$ cat src/design/eps_pkg.sv
// Package for the encoder period speed meter.
// Holds item types, register codes, controller states, command and status structs.
// No dependencies.
package eps_pkg;

	localparam int DIV_STEPS = 16;
	localparam int CNT_BITS  = $clog2(DIV_STEPS);

	localparam logic [15:0] RST_DIST_NUM = 16'd220;
	localparam logic [15:0] RST_DIST_DEN = 16'd360;
	localparam logic [31:0] RST_RPM_NUM  = 32'd4000000;
	localparam logic [31:0] RST_LIN_NUM  = 32'd14653333;

	typedef struct packed {
		logic        action;
		logic [15:0] capture_value;
	} eps_in_t;

	typedef struct packed {
		logic [15:0] distance_mm;
		logic [31:0] edge_total_out;
		logic [31:0] period_ticks;
		logic [15:0] wheel_rpm;
		logic [15:0] speed_mm_per_s;
	} eps_out_t;

	typedef enum logic [1:0] {
		REG_DIST_NUM,
		REG_DIST_DEN,
		REG_RPM_NUM,
		REG_LIN_NUM
	} eps_reg_t;

	typedef enum logic [1:0] {
		SEL_DIST,
		SEL_RPM,
		SEL_LIN
	} eps_sel_t;

	typedef enum logic [3:0] {
		S_IDLE,
		S_MUL,
		S_DGO,
		S_DRUN,
		S_RGO,
		S_RRUN,
		S_LGO,
		S_LRUN,
		S_OUT
	} eps_state_t;

	typedef struct packed {
		logic     tick;
		logic     capture;
		logic     mul_en;
		logic     div_start;
		logic     q_load;
		eps_sel_t sel;
		logic     out_load;
	} eps_cmd_t;

	typedef struct packed {
		logic div_done;
		logic out_free;
	} eps_sts_t;

endpackage

$ cat src/design/eps_div.sv
// Shared restoring divider: 16 quotient bits, one per cycle, saturating to 16 bits.
// Expects the high part of the dividend; saturates when it is not below the divisor.
// Depends on eps_pkg.
module eps_div
	import eps_pkg::*;
(
	input  logic        clk,
	input  logic        arst_n,
	input  logic        start,
	input  logic [31:0] hi,
	input  logic [15:0] lo,
	input  logic [31:0] dvs,
	output logic        done,
	output logic [15:0] quo
);

	logic [31:0]         rem_q;
	logic [15:0]         lo_q;
	logic [31:0]         dvs_q;
	logic [15:0]         quo_q;
	logic                sat_q;
	logic                run_q;
	logic                done_q;
	logic [CNT_BITS-1:0] cnt_q;
	logic [32:0]         trial;
	logic [32:0]         diff;

	assign trial = {rem_q, lo_q[15]};
	assign diff  = trial - {1'b0, dvs_q};

	always_ff @(posedge clk or negedge arst_n) begin
		if (!arst_n) begin
			run_q  <= 1'b0;
			done_q <= 1'b0;
			cnt_q  <= '0;
		end else begin
			done_q <= 1'b0;
			if (start) begin
				run_q <= 1'b1;
				cnt_q <= '0;
			end else if (run_q) begin
				cnt_q <= cnt_q + 1'b1;
				if (cnt_q == CNT_BITS'(DIV_STEPS - 1)) begin
					run_q  <= 1'b0;
					done_q <= 1'b1;
				end
			end
		end
	end

	always_ff @(posedge clk) begin
		if (start) begin
			rem_q <= hi;
			lo_q  <= lo;
			dvs_q <= dvs;
			quo_q <= '0;
			sat_q <= (hi >= dvs);
		end else if (run_q) begin
			lo_q <= {lo_q[14:0], 1'b0};
			if (!diff[32]) begin
				rem_q <= diff[31:0];
				quo_q <= {quo_q[14:0], 1'b1};
			end else begin
				rem_q <= trial[31:0];
				quo_q <= {quo_q[14:0], 1'b0};
			end
		end
	end

	assign done = done_q;
	assign quo  = sat_q ? 16'hFFFF : quo_q;

endmodule

$ cat src/design/eps_dp.sv
// Datapath: edge count, period base, product register, quotient and result registers.
// Runs the shared divider on operands picked by the controller.
// Depends on eps_pkg and eps_div.
module eps_dp
	import eps_pkg::*;
#(
	parameter int TIMER_BITS = 16
) (
	input  logic        clk,
	input  logic        arst_n,
	input  eps_in_t     in_data,
	input  logic [15:0] dist_num,
	input  logic [15:0] dist_den,
	input  logic [31:0] rpm_num,
	input  logic [31:0] lin_num,
	input  eps_cmd_t    cmd,
	input  logic        out_stall,
	output eps_sts_t    sts,
	output logic        out_valid,
	output eps_out_t    out_data
);

	localparam logic [32:0] SPAN = 33'd1 << TIMER_BITS;
	localparam logic [31:0] MASK = 32'(SPAN - 33'd1);

	logic [31:0] edge_total_q;
	logic [31:0] period_base_q;
	logic [31:0] period_q;
	logic [47:0] prod_s1;
	logic [15:0] dist_q;
	logic [15:0] rpm_q;
	logic [15:0] lin_q;
	eps_out_t    out_q;
	logic        out_valid_q;
	logic [31:0] cap;
	logic [31:0] div_hi;
	logic [15:0] div_lo;
	logic [31:0] div_dvs;
	logic        div_done;
	logic [15:0] div_quo;

	assign cap = {16'd0, in_data.capture_value} & MASK;

	always_ff @(posedge clk or negedge arst_n) begin
		if (!arst_n) begin
			edge_total_q  <= '0;
			period_base_q <= '0;
			out_valid_q   <= 1'b0;
		end else begin
			if (cmd.tick) begin
				period_base_q <= period_base_q + SPAN[31:0];
			end else if (cmd.capture) begin
				edge_total_q  <= edge_total_q + 32'd1;
				period_base_q <= 32'd0 - cap;
			end
			if (cmd.out_load) begin
				out_valid_q <= 1'b1;
			end else if (!out_stall) begin
				out_valid_q <= 1'b0;
			end
		end
	end

	always_ff @(posedge clk) begin
		if (cmd.capture) begin
			period_q <= cap + period_base_q;
		end
		if (cmd.mul_en) begin
			prod_s1 <= edge_total_q * {32'd0, dist_num};
		end
		if (cmd.q_load) begin
			case (cmd.sel)
				SEL_DIST: dist_q <= div_quo;
				SEL_RPM:  rpm_q  <= div_quo;
				default:  lin_q  <= div_quo;
			endcase
		end
		if (cmd.out_load) begin
			out_q.distance_mm    <= dist_q;
			out_q.edge_total_out <= edge_total_q;
			out_q.period_ticks   <= period_q;
			out_q.wheel_rpm      <= rpm_q;
			out_q.speed_mm_per_s <= lin_q;
		end
	end

	always_comb begin
		case (cmd.sel)
			SEL_DIST: begin
				div_hi  = prod_s1[47:16];
				div_lo  = prod_s1[15:0];
				div_dvs = {16'd0, dist_den};
			end
			SEL_RPM: begin
				div_hi  = {16'd0, rpm_num[31:16]};
				div_lo  = rpm_num[15:0];
				div_dvs = period_q;
			end
			default: begin
				div_hi  = {16'd0, lin_num[31:16]};
				div_lo  = lin_num[15:0];
				div_dvs = period_q;
			end
		endcase
	end

	eps_div u_div (
		.clk    (clk),
		.arst_n (arst_n),
		.start  (cmd.div_start),
		.hi     (div_hi),
		.lo     (div_lo),
		.dvs    (div_dvs),
		.done   (div_done),
		.quo    (div_quo)
	);

	assign sts.div_done = div_done;
	assign sts.out_free = !out_valid_q || !out_stall;
	assign out_valid    = out_valid_q;
	assign out_data     = out_q;

endmodule

$ cat src/design/eps_ctrl.sv
// Controller: sequences multiply, three divisions and the result load per capture.
// Drives input stall and the datapath commands.
// Depends on eps_pkg.
module eps_ctrl
	import eps_pkg::*;
(
	input  logic     clk,
	input  logic     arst_n,
	input  logic     in_valid,
	input  logic     in_action,
	input  eps_sts_t sts,
	output logic     in_stall,
	output eps_cmd_t cmd
);

	eps_state_t state_q;
	eps_state_t state_nx;
	logic       accept;

	assign accept = in_valid && (state_q == S_IDLE);

	always_ff @(posedge clk or negedge arst_n) begin
		if (!arst_n) begin
			state_q <= S_IDLE;
		end else begin
			state_q <= state_nx;
		end
	end

	always_comb begin
		state_nx = state_q;
		unique case (state_q)
			S_IDLE: if (accept && in_action) state_nx = S_MUL;
			S_MUL:  state_nx = S_DGO;
			S_DGO:  state_nx = S_DRUN;
			S_DRUN: if (sts.div_done) state_nx = S_RGO;
			S_RGO:  state_nx = S_RRUN;
			S_RRUN: if (sts.div_done) state_nx = S_LGO;
			S_LGO:  state_nx = S_LRUN;
			S_LRUN: if (sts.div_done) state_nx = S_OUT;
			S_OUT:  if (sts.out_free) state_nx = S_IDLE;
			default: state_nx = S_IDLE;
		endcase
	end

	always_comb begin
		cmd      = '0;
		cmd.sel  = SEL_DIST;
		in_stall = (state_q != S_IDLE);
		unique case (state_q)
			S_IDLE: begin
				cmd.tick    = accept && !in_action;
				cmd.capture = accept && in_action;
			end
			S_MUL: cmd.mul_en = 1'b1;
			S_DGO: cmd.div_start = 1'b1;
			S_DRUN: cmd.q_load = sts.div_done;
			S_RGO: begin
				cmd.sel       = SEL_RPM;
				cmd.div_start = 1'b1;
			end
			S_RRUN: begin
				cmd.sel    = SEL_RPM;
				cmd.q_load = sts.div_done;
			end
			S_LGO: begin
				cmd.sel       = SEL_LIN;
				cmd.div_start = 1'b1;
			end
			S_LRUN: begin
				cmd.sel    = SEL_LIN;
				cmd.q_load = sts.div_done;
			end
			S_OUT: cmd.out_load = sts.out_free;
			default: ;
		endcase
	end

endmodule

$ cat src/design/encoder_period_speed_meter_unit.sv
// Top level of the encoder period speed meter: APB register bank, controller, datapath.
// Depends on eps_pkg, eps_ctrl, eps_dp.
//
//   channel  handshake             payload
//   in       in_valid / in_stall   in_data  (eps_in_t)
//   out      out_valid / out_stall out_data (eps_out_t)
//   cfg      psel/penable/pwrite   paddr, pwdata, prdata
//
// An overflow tick is taken without leaving the idle state. A capture runs from acceptance to
// the result load through a multiply and three 16-step divisions on one shared divider.
// Reset clears the edge count, the period base and the registers to their defaults.
// A waiting result sits in the output register; the next item is taken meanwhile,
// and a capture only stalls at its load if the previous result is still not taken.
module encoder_period_speed_meter_unit
	import eps_pkg::*;
#(
	parameter int TIMER_BITS = 16
) (
	input  logic        clk,
	input  logic        arst_n,
	input  logic        in_valid,
	output logic        in_stall,
	input  eps_in_t     in_data,
	output logic        out_valid,
	input  logic        out_stall,
	output eps_out_t    out_data,
	input  logic        psel,
	input  logic        penable,
	input  logic        pwrite,
	input  logic [3:0]  paddr,
	input  logic [31:0] pwdata,
	output logic [31:0] prdata,
	output logic        pready
);

	logic [15:0] dist_num_q;
	logic [15:0] dist_den_q;
	logic [31:0] rpm_num_q;
	logic [31:0] lin_num_q;
	eps_reg_t    reg_sel;
	logic        wr_en;
	eps_cmd_t    cmd;
	eps_sts_t    sts;

	assign pready  = 1'b1;
	assign reg_sel = eps_reg_t'(paddr[3:2]);
	assign wr_en   = psel && penable && pwrite;

	always_ff @(posedge clk or negedge arst_n) begin
		if (!arst_n) begin
			dist_num_q <= RST_DIST_NUM;
			dist_den_q <= RST_DIST_DEN;
			rpm_num_q  <= RST_RPM_NUM;
			lin_num_q  <= RST_LIN_NUM;
		end else if (wr_en) begin
			unique case (reg_sel)
				REG_DIST_NUM: dist_num_q <= pwdata[15:0];
				REG_DIST_DEN: dist_den_q <= pwdata[15:0];
				REG_RPM_NUM:  rpm_num_q  <= pwdata;
				REG_LIN_NUM:  lin_num_q  <= pwdata;
				default: ;
			endcase
		end
	end

	always_comb begin
		unique case (reg_sel)
			REG_DIST_NUM: prdata = {16'd0, dist_num_q};
			REG_DIST_DEN: prdata = {16'd0, dist_den_q};
			REG_RPM_NUM:  prdata = rpm_num_q;
			REG_LIN_NUM:  prdata = lin_num_q;
			default:      prdata = '0;
		endcase
	end

	eps_ctrl u_ctrl (
		.clk       (clk),
		.arst_n    (arst_n),
		.in_valid  (in_valid),
		.in_action (in_data.action),
		.sts       (sts),
		.in_stall  (in_stall),
		.cmd       (cmd)
	);

	eps_dp #(
		.TIMER_BITS (TIMER_BITS)
	) u_dp (
		.clk       (clk),
		.arst_n    (arst_n),
		.in_data   (in_data),
		.dist_num  (dist_num_q),
		.dist_den  (dist_den_q),
		.rpm_num   (rpm_num_q),
		.lin_num   (lin_num_q),
		.cmd       (cmd),
		.out_stall (out_stall),
		.sts       (sts),
		.out_valid (out_valid),
		.out_data  (out_data)
	);

`ifndef SYNTH
	a_load_free: assert property (@(posedge clk) disable iff (!arst_n)
		cmd.out_load |-> (!out_valid || !out_stall))
		else $error("result loaded over a waiting item");

	a_qload_done: assert property (@(posedge clk) disable iff (!arst_n)
		cmd.q_load |-> sts.div_done)
		else $error("quotient stored before divider done");

	a_zero_period: assert property (@(posedge clk) disable iff (!arst_n)
		(out_valid && out_data.period_ticks == 32'd0) |->
		(out_data.wheel_rpm == 16'hFFFF && out_data.speed_mm_per_s == 16'hFFFF))
		else $error("zero period without saturated speeds");

	a_start_idle_in: assert property (@(posedge clk) disable iff (!arst_n)
		cmd.div_start |-> in_stall)
		else $error("divider started while input open");
`endif

endmodule
$ cat config.mk
export PLATFORM = sky130hd
export DESIGN_NAME = encoder_period_speed_meter_unit
export DESIGN_NICKNAME = d
export VERILOG_FILES = /design/src/design/eps_pkg.sv /design/src/design/eps_div.sv /design/src/design/eps_dp.sv /design/src/design/eps_ctrl.sv /design/src/design/encoder_period_speed_meter_unit.sv
export SDC_FILE = /design/constraint.sdc
export NUM_CORES = 2
export LEC_CHECK = 0
export ABC_AREA = 0
export BUFFER_PORTS_ARGS = -buffer_cell sky130_fd_sc_hd__buf_4
export CAP_MARGIN = 20
export CORE_ASPECT_RATIO = 2
export CORE_MARGIN = 8
export CORE_UTILIZATION = 45
export CTS_CLUSTER_DIAMETER = 80
export DETAILED_ROUTE_END_ITERATION = 12
export SLEW_MARGIN = 5
export SYNTH_ARGS = -nofsm -noshare
export SYNTH_HDL_FRONTEND = slang
export SYNTH_SLANG_ARGS = --single-unit
$ cat constraint.sdc
create_clock -name clk -period 12.4 [get_ports clk]
set_input_delay 1.24 -clock clk [delete_from_list [all_inputs] [get_ports clk]]
set_output_delay 1.24 -clock clk [all_outputs]
set_load 0.005 [all_outputs]
==> reports/qor.txt <==
status - finished, final reports clean
clock sinks - 508
Syn Nets - 4347
final WL - 105 mm
crit-path cells - nand2_1 -> fa_1 -> fa_1 -> fa_1 -> inv_1 -> fa_1 -> fa_1 -> inv_1 -> fa_1 -> inv_1 -> ha_1 -> a21oi_1 -> o21ai_0 -> a2111oi_1 -> o41ai_2 -> a21oi_1 -> o31ai_2 -> nand3_1 -> o311ai_1 -> a21oi_1 -> xnor2_1
Hold/Removal Path Class - reg -> reg
Crit. End Element - register
placed cells - 4888
Die W - 225 um
data arrival time of the worst path - 8.36 ns
Mapped Avg Cell Area - 10.8 sq um
setup_tns - 0 ns
Design Area, Final - 43700 sq um
Sequential Power Share - 0.392
clk_skew - 0.0168 ns
htree depth - 2
share of cells above drive strength 1 - 0.139
core area - 86900 sq um
drt drc - 0
via count - 26400
Critical Path Start Type - register
fin. max-slew vios - 0
initial antenna violation count - 3
wire length per cell - 21.0 um
maximum clock path buffer count - 3
cells after synthesis - 3663
minimum clock period after layout - 8.01 ns
Post-CTS Hold Buffers - 0
CTS tree - done
Async SR Flop Fraction - 0.337
Die Span Y - 434 um
Static Leak - 19.9 nW
first-pass iteration count of the detailed router - 6
Max Fclk - 125 MHz
Final GP Congestion - 0.863
Worst-path clk slew - 0.07 ns
die area - 97900 sq um
register area share after synthesis - 0.362
CTS root buf - clkbuf_16
VDD IR max - 0.122 mV
Crit path largest cell delay - 1.16 ns
# rows - 153
Slew Limit Headroom - 0.268
gr ovfl total - 0
Power Internal - 4.10 mW
CP max FO - 34
largest net degree at the start of global routing - 80
Setup Viol. Count Final - 0
global-route wire length before repair - 164 mm
Fill cells - 8061
Synth area leader - edfxtp_1
Num CTS Buffers - 47
port bufs - 203
I/O pin cnt - 207
hold violation count in the final report - 0
initial drt markers - 1482
post-layout util - 0.503
synthesized flop and latch total - 508
DP Area - 42100 sq um
post-CTS setup repair buffer count - 0
area of the multi-input gates - 22500 sq um
area of the mapped netlist - 39400 sq um
CP max-delay cell - dfstp_2
CP most frequent cell - fa_1
RSZ-0062 raised after global routing - false
Place WS - 4.45 ns
nets@finish - 4459
register area - 14300 sq um
actual slew at the worst max-slew pin - 1.09 ns
vias per cell - 5.31
ys flop type - edfxtp_1
Comb power frac - 0.370
Worst Path Class, Setup - reg -> reg
final worst-path cycle share - 0.646
All-Layer GR Usage - 0.217
switching share of total power - 0.364
vias in the first global route - 28500
Worst EP required - 12.75 ns
library cells used by synthesis - 81
Synth Warn # - 0
worst setup margin - 4.39 ns
Worst-Skew Late Latency - 0.60 ns
Synth area leaders - edfxtp_1, fa_1, dfrtp_1
Finished Layout Cells - 4978
Max Cap Violations - 0
net load switching power - 2.35 mW
final hold slack - 0.414 ns
Layout area overhead - 10.9%
Cell Pwr Density - 148 nW/um^2
antenna-violating nets left - 0
Initial Util - 0.453
Post-synth EDFFs - 321
post_cts resized - 0
Tot Pwr - 6.45 mW
Clk pwr share - 0.237
hpwl dp - 79.9 mm
Yosys top cell area share - 0.245
cells by family (layout without fill, tap and decap cells):
logic type | after synthesis | in the layout | share of synthesized area
AND/OR/NAND/NOR | 1032 | 1032 | 0.125
buffers and inverters | 715 | 866 | 0.0693
adder cells (fa/ha/maj) | 624 | 624 | 0.278
flip-flops | 508 | 508 | 0.362
AO/OA/AOI/OAI | 399 | 399 | 0.0636
multiplexers | 222 | 222 | 0.0646
XOR/XNOR | 162 | 162 | 0.0365
other | 1 | 3 | 0.0000952
cell usage in the layout, fill, tap and decap left out, drive strengths merged, types with 6 or more instances in the layout:
master    n
inv     533
nand2   466
fa      420
edfxtp  321
buf     248
and2    226
ha      204
dfrtp   139
nor2    131
a21oi   125
o21ai   114
mux2i   108
xnor2    98
mux2     98
clkbuf   65
xor2     64
a21o     56
nand3    52
dfstp    32
nor2b    31
nand2b   21
nor3     21
or2      20
nand4    19
mux4     16
dfxtp    16
a211oi   14
clkinv   14
and3     13
o21a     13
o21bai   11
a31oi    10
o211ai    7
a21boi    7
or3       7
o31ai     7
and4      6
worst max-delay path: cells and delay by family (launching register included):
family                   cells  cell delay (ns)
adder cells (fa/ha/maj)      7             3.51
flip-flops                   1             1.16
XOR/XNOR                     1             0.08
buffers and inverters        3             0.15
AO/OA/AOI/OAI                8             2.44
AND/OR/NAND/NOR              2             0.40
flip-flops by register name (all words and copies together), names as in the netlist, 32 cells and up:
| register | count |
|---|---|
| u_dp.out_data | 112 |
| u_dp.period_q | 32 |
| u_dp.prod_s1 | 48 |
| rpm_num_q | 32 |
| u_dp.u_div.rem_q | 32 |
| lin_num_q | 32 |
| u_dp.edge_total_q | 32 |
| u_dp.u_div.dvs_q | 32 |
| u_dp.period_base_q | 32 |
routing by layer:
layer | share of wire | global-route usage | vias to the layer above | routed length, um
li1 | - | - | 12100 | -
met1 | 0.37 | 0.240 | 13400 | 39000
met5 | 0 | 0 | - | 0
met3 | 0.043 | 0.0267 | 219 | 4540
met2 | 0.54 | 0.410 | 674 | 56200
met4 | 0.046 | 0.0949 | 0 | 4830
path summary, 6_finish.rpt:
path,from,depth (start not counted),to,slack (ns)
setup / recovery,dist_num_q[3]$_DFFE_PN1P_,21,u_dp.prod_s1[46]$_DFFE_PP_,4.39
hold reg to reg,u_dp.lin_q[7]$_DFFE_PP_,0,u_dp.out_data[7]$_DFFE_PP_,0.41
hold / removal,u_dp.lin_q[7]$_DFFE_PP_,0,u_dp.out_data[7]$_DFFE_PP_,0.41
min in group asynchronous,arst_n,1,u_dp.edge_total_q[31]$_DFFE_PN0P_,0.60
setup reg to reg,dist_num_q[3]$_DFFE_PN1P_,21,u_dp.prod_s1[46]$_DFFE_PP_,4.39
max in group asynchronous,arst_n,3,u_ctrl.state_q[1]$_DFFE_PN0P_,9.64
final cells by class:
type / instances / share of cell area
Antenna cell: 2 / 0.000115
Clock buffer: 64 / 0.0324
Clock inverter: 24 / 0.00527
Inverter: 529 / 0.0454
Multi-Input combinational cell: 2440 / 0.514
Sequential cell: 508 / 0.327
Tap cell: 1162 / 0.0333
Timing Repair Buffer: 249 / 0.0429
synthesized netlist by cell type, types with 56 or more instances:
cell type and n:
dfrtp_1 139, fa_1 420, o21ai_0 101, edfxtp_1 321, xnor2_1 98, nor2_1 131
and2_1 226, mux2_2 98, a21o_1 56, mux2i_1 108, nand2_1 465, ha_1 204
inv_1 528, clkbuf_1 163, xor2_1 63, a21oi_1 124
power by group through the flow:
stage | Combinational [mW] | Clock [mW] | Sequential, mW
final | 2.39 | 1.53 | 2.53
after global routing | 2.67 | 1.63 | 2.56
after floorplan | 1.87 | 0 | 2.39
after global placement | 2.37 | 0 | 2.56
after detailed placement | 2.41 | 0 | 2.56
after CTS | 2.41 | 1.58 | 2.53
Power figures use the tool's default switching activity.
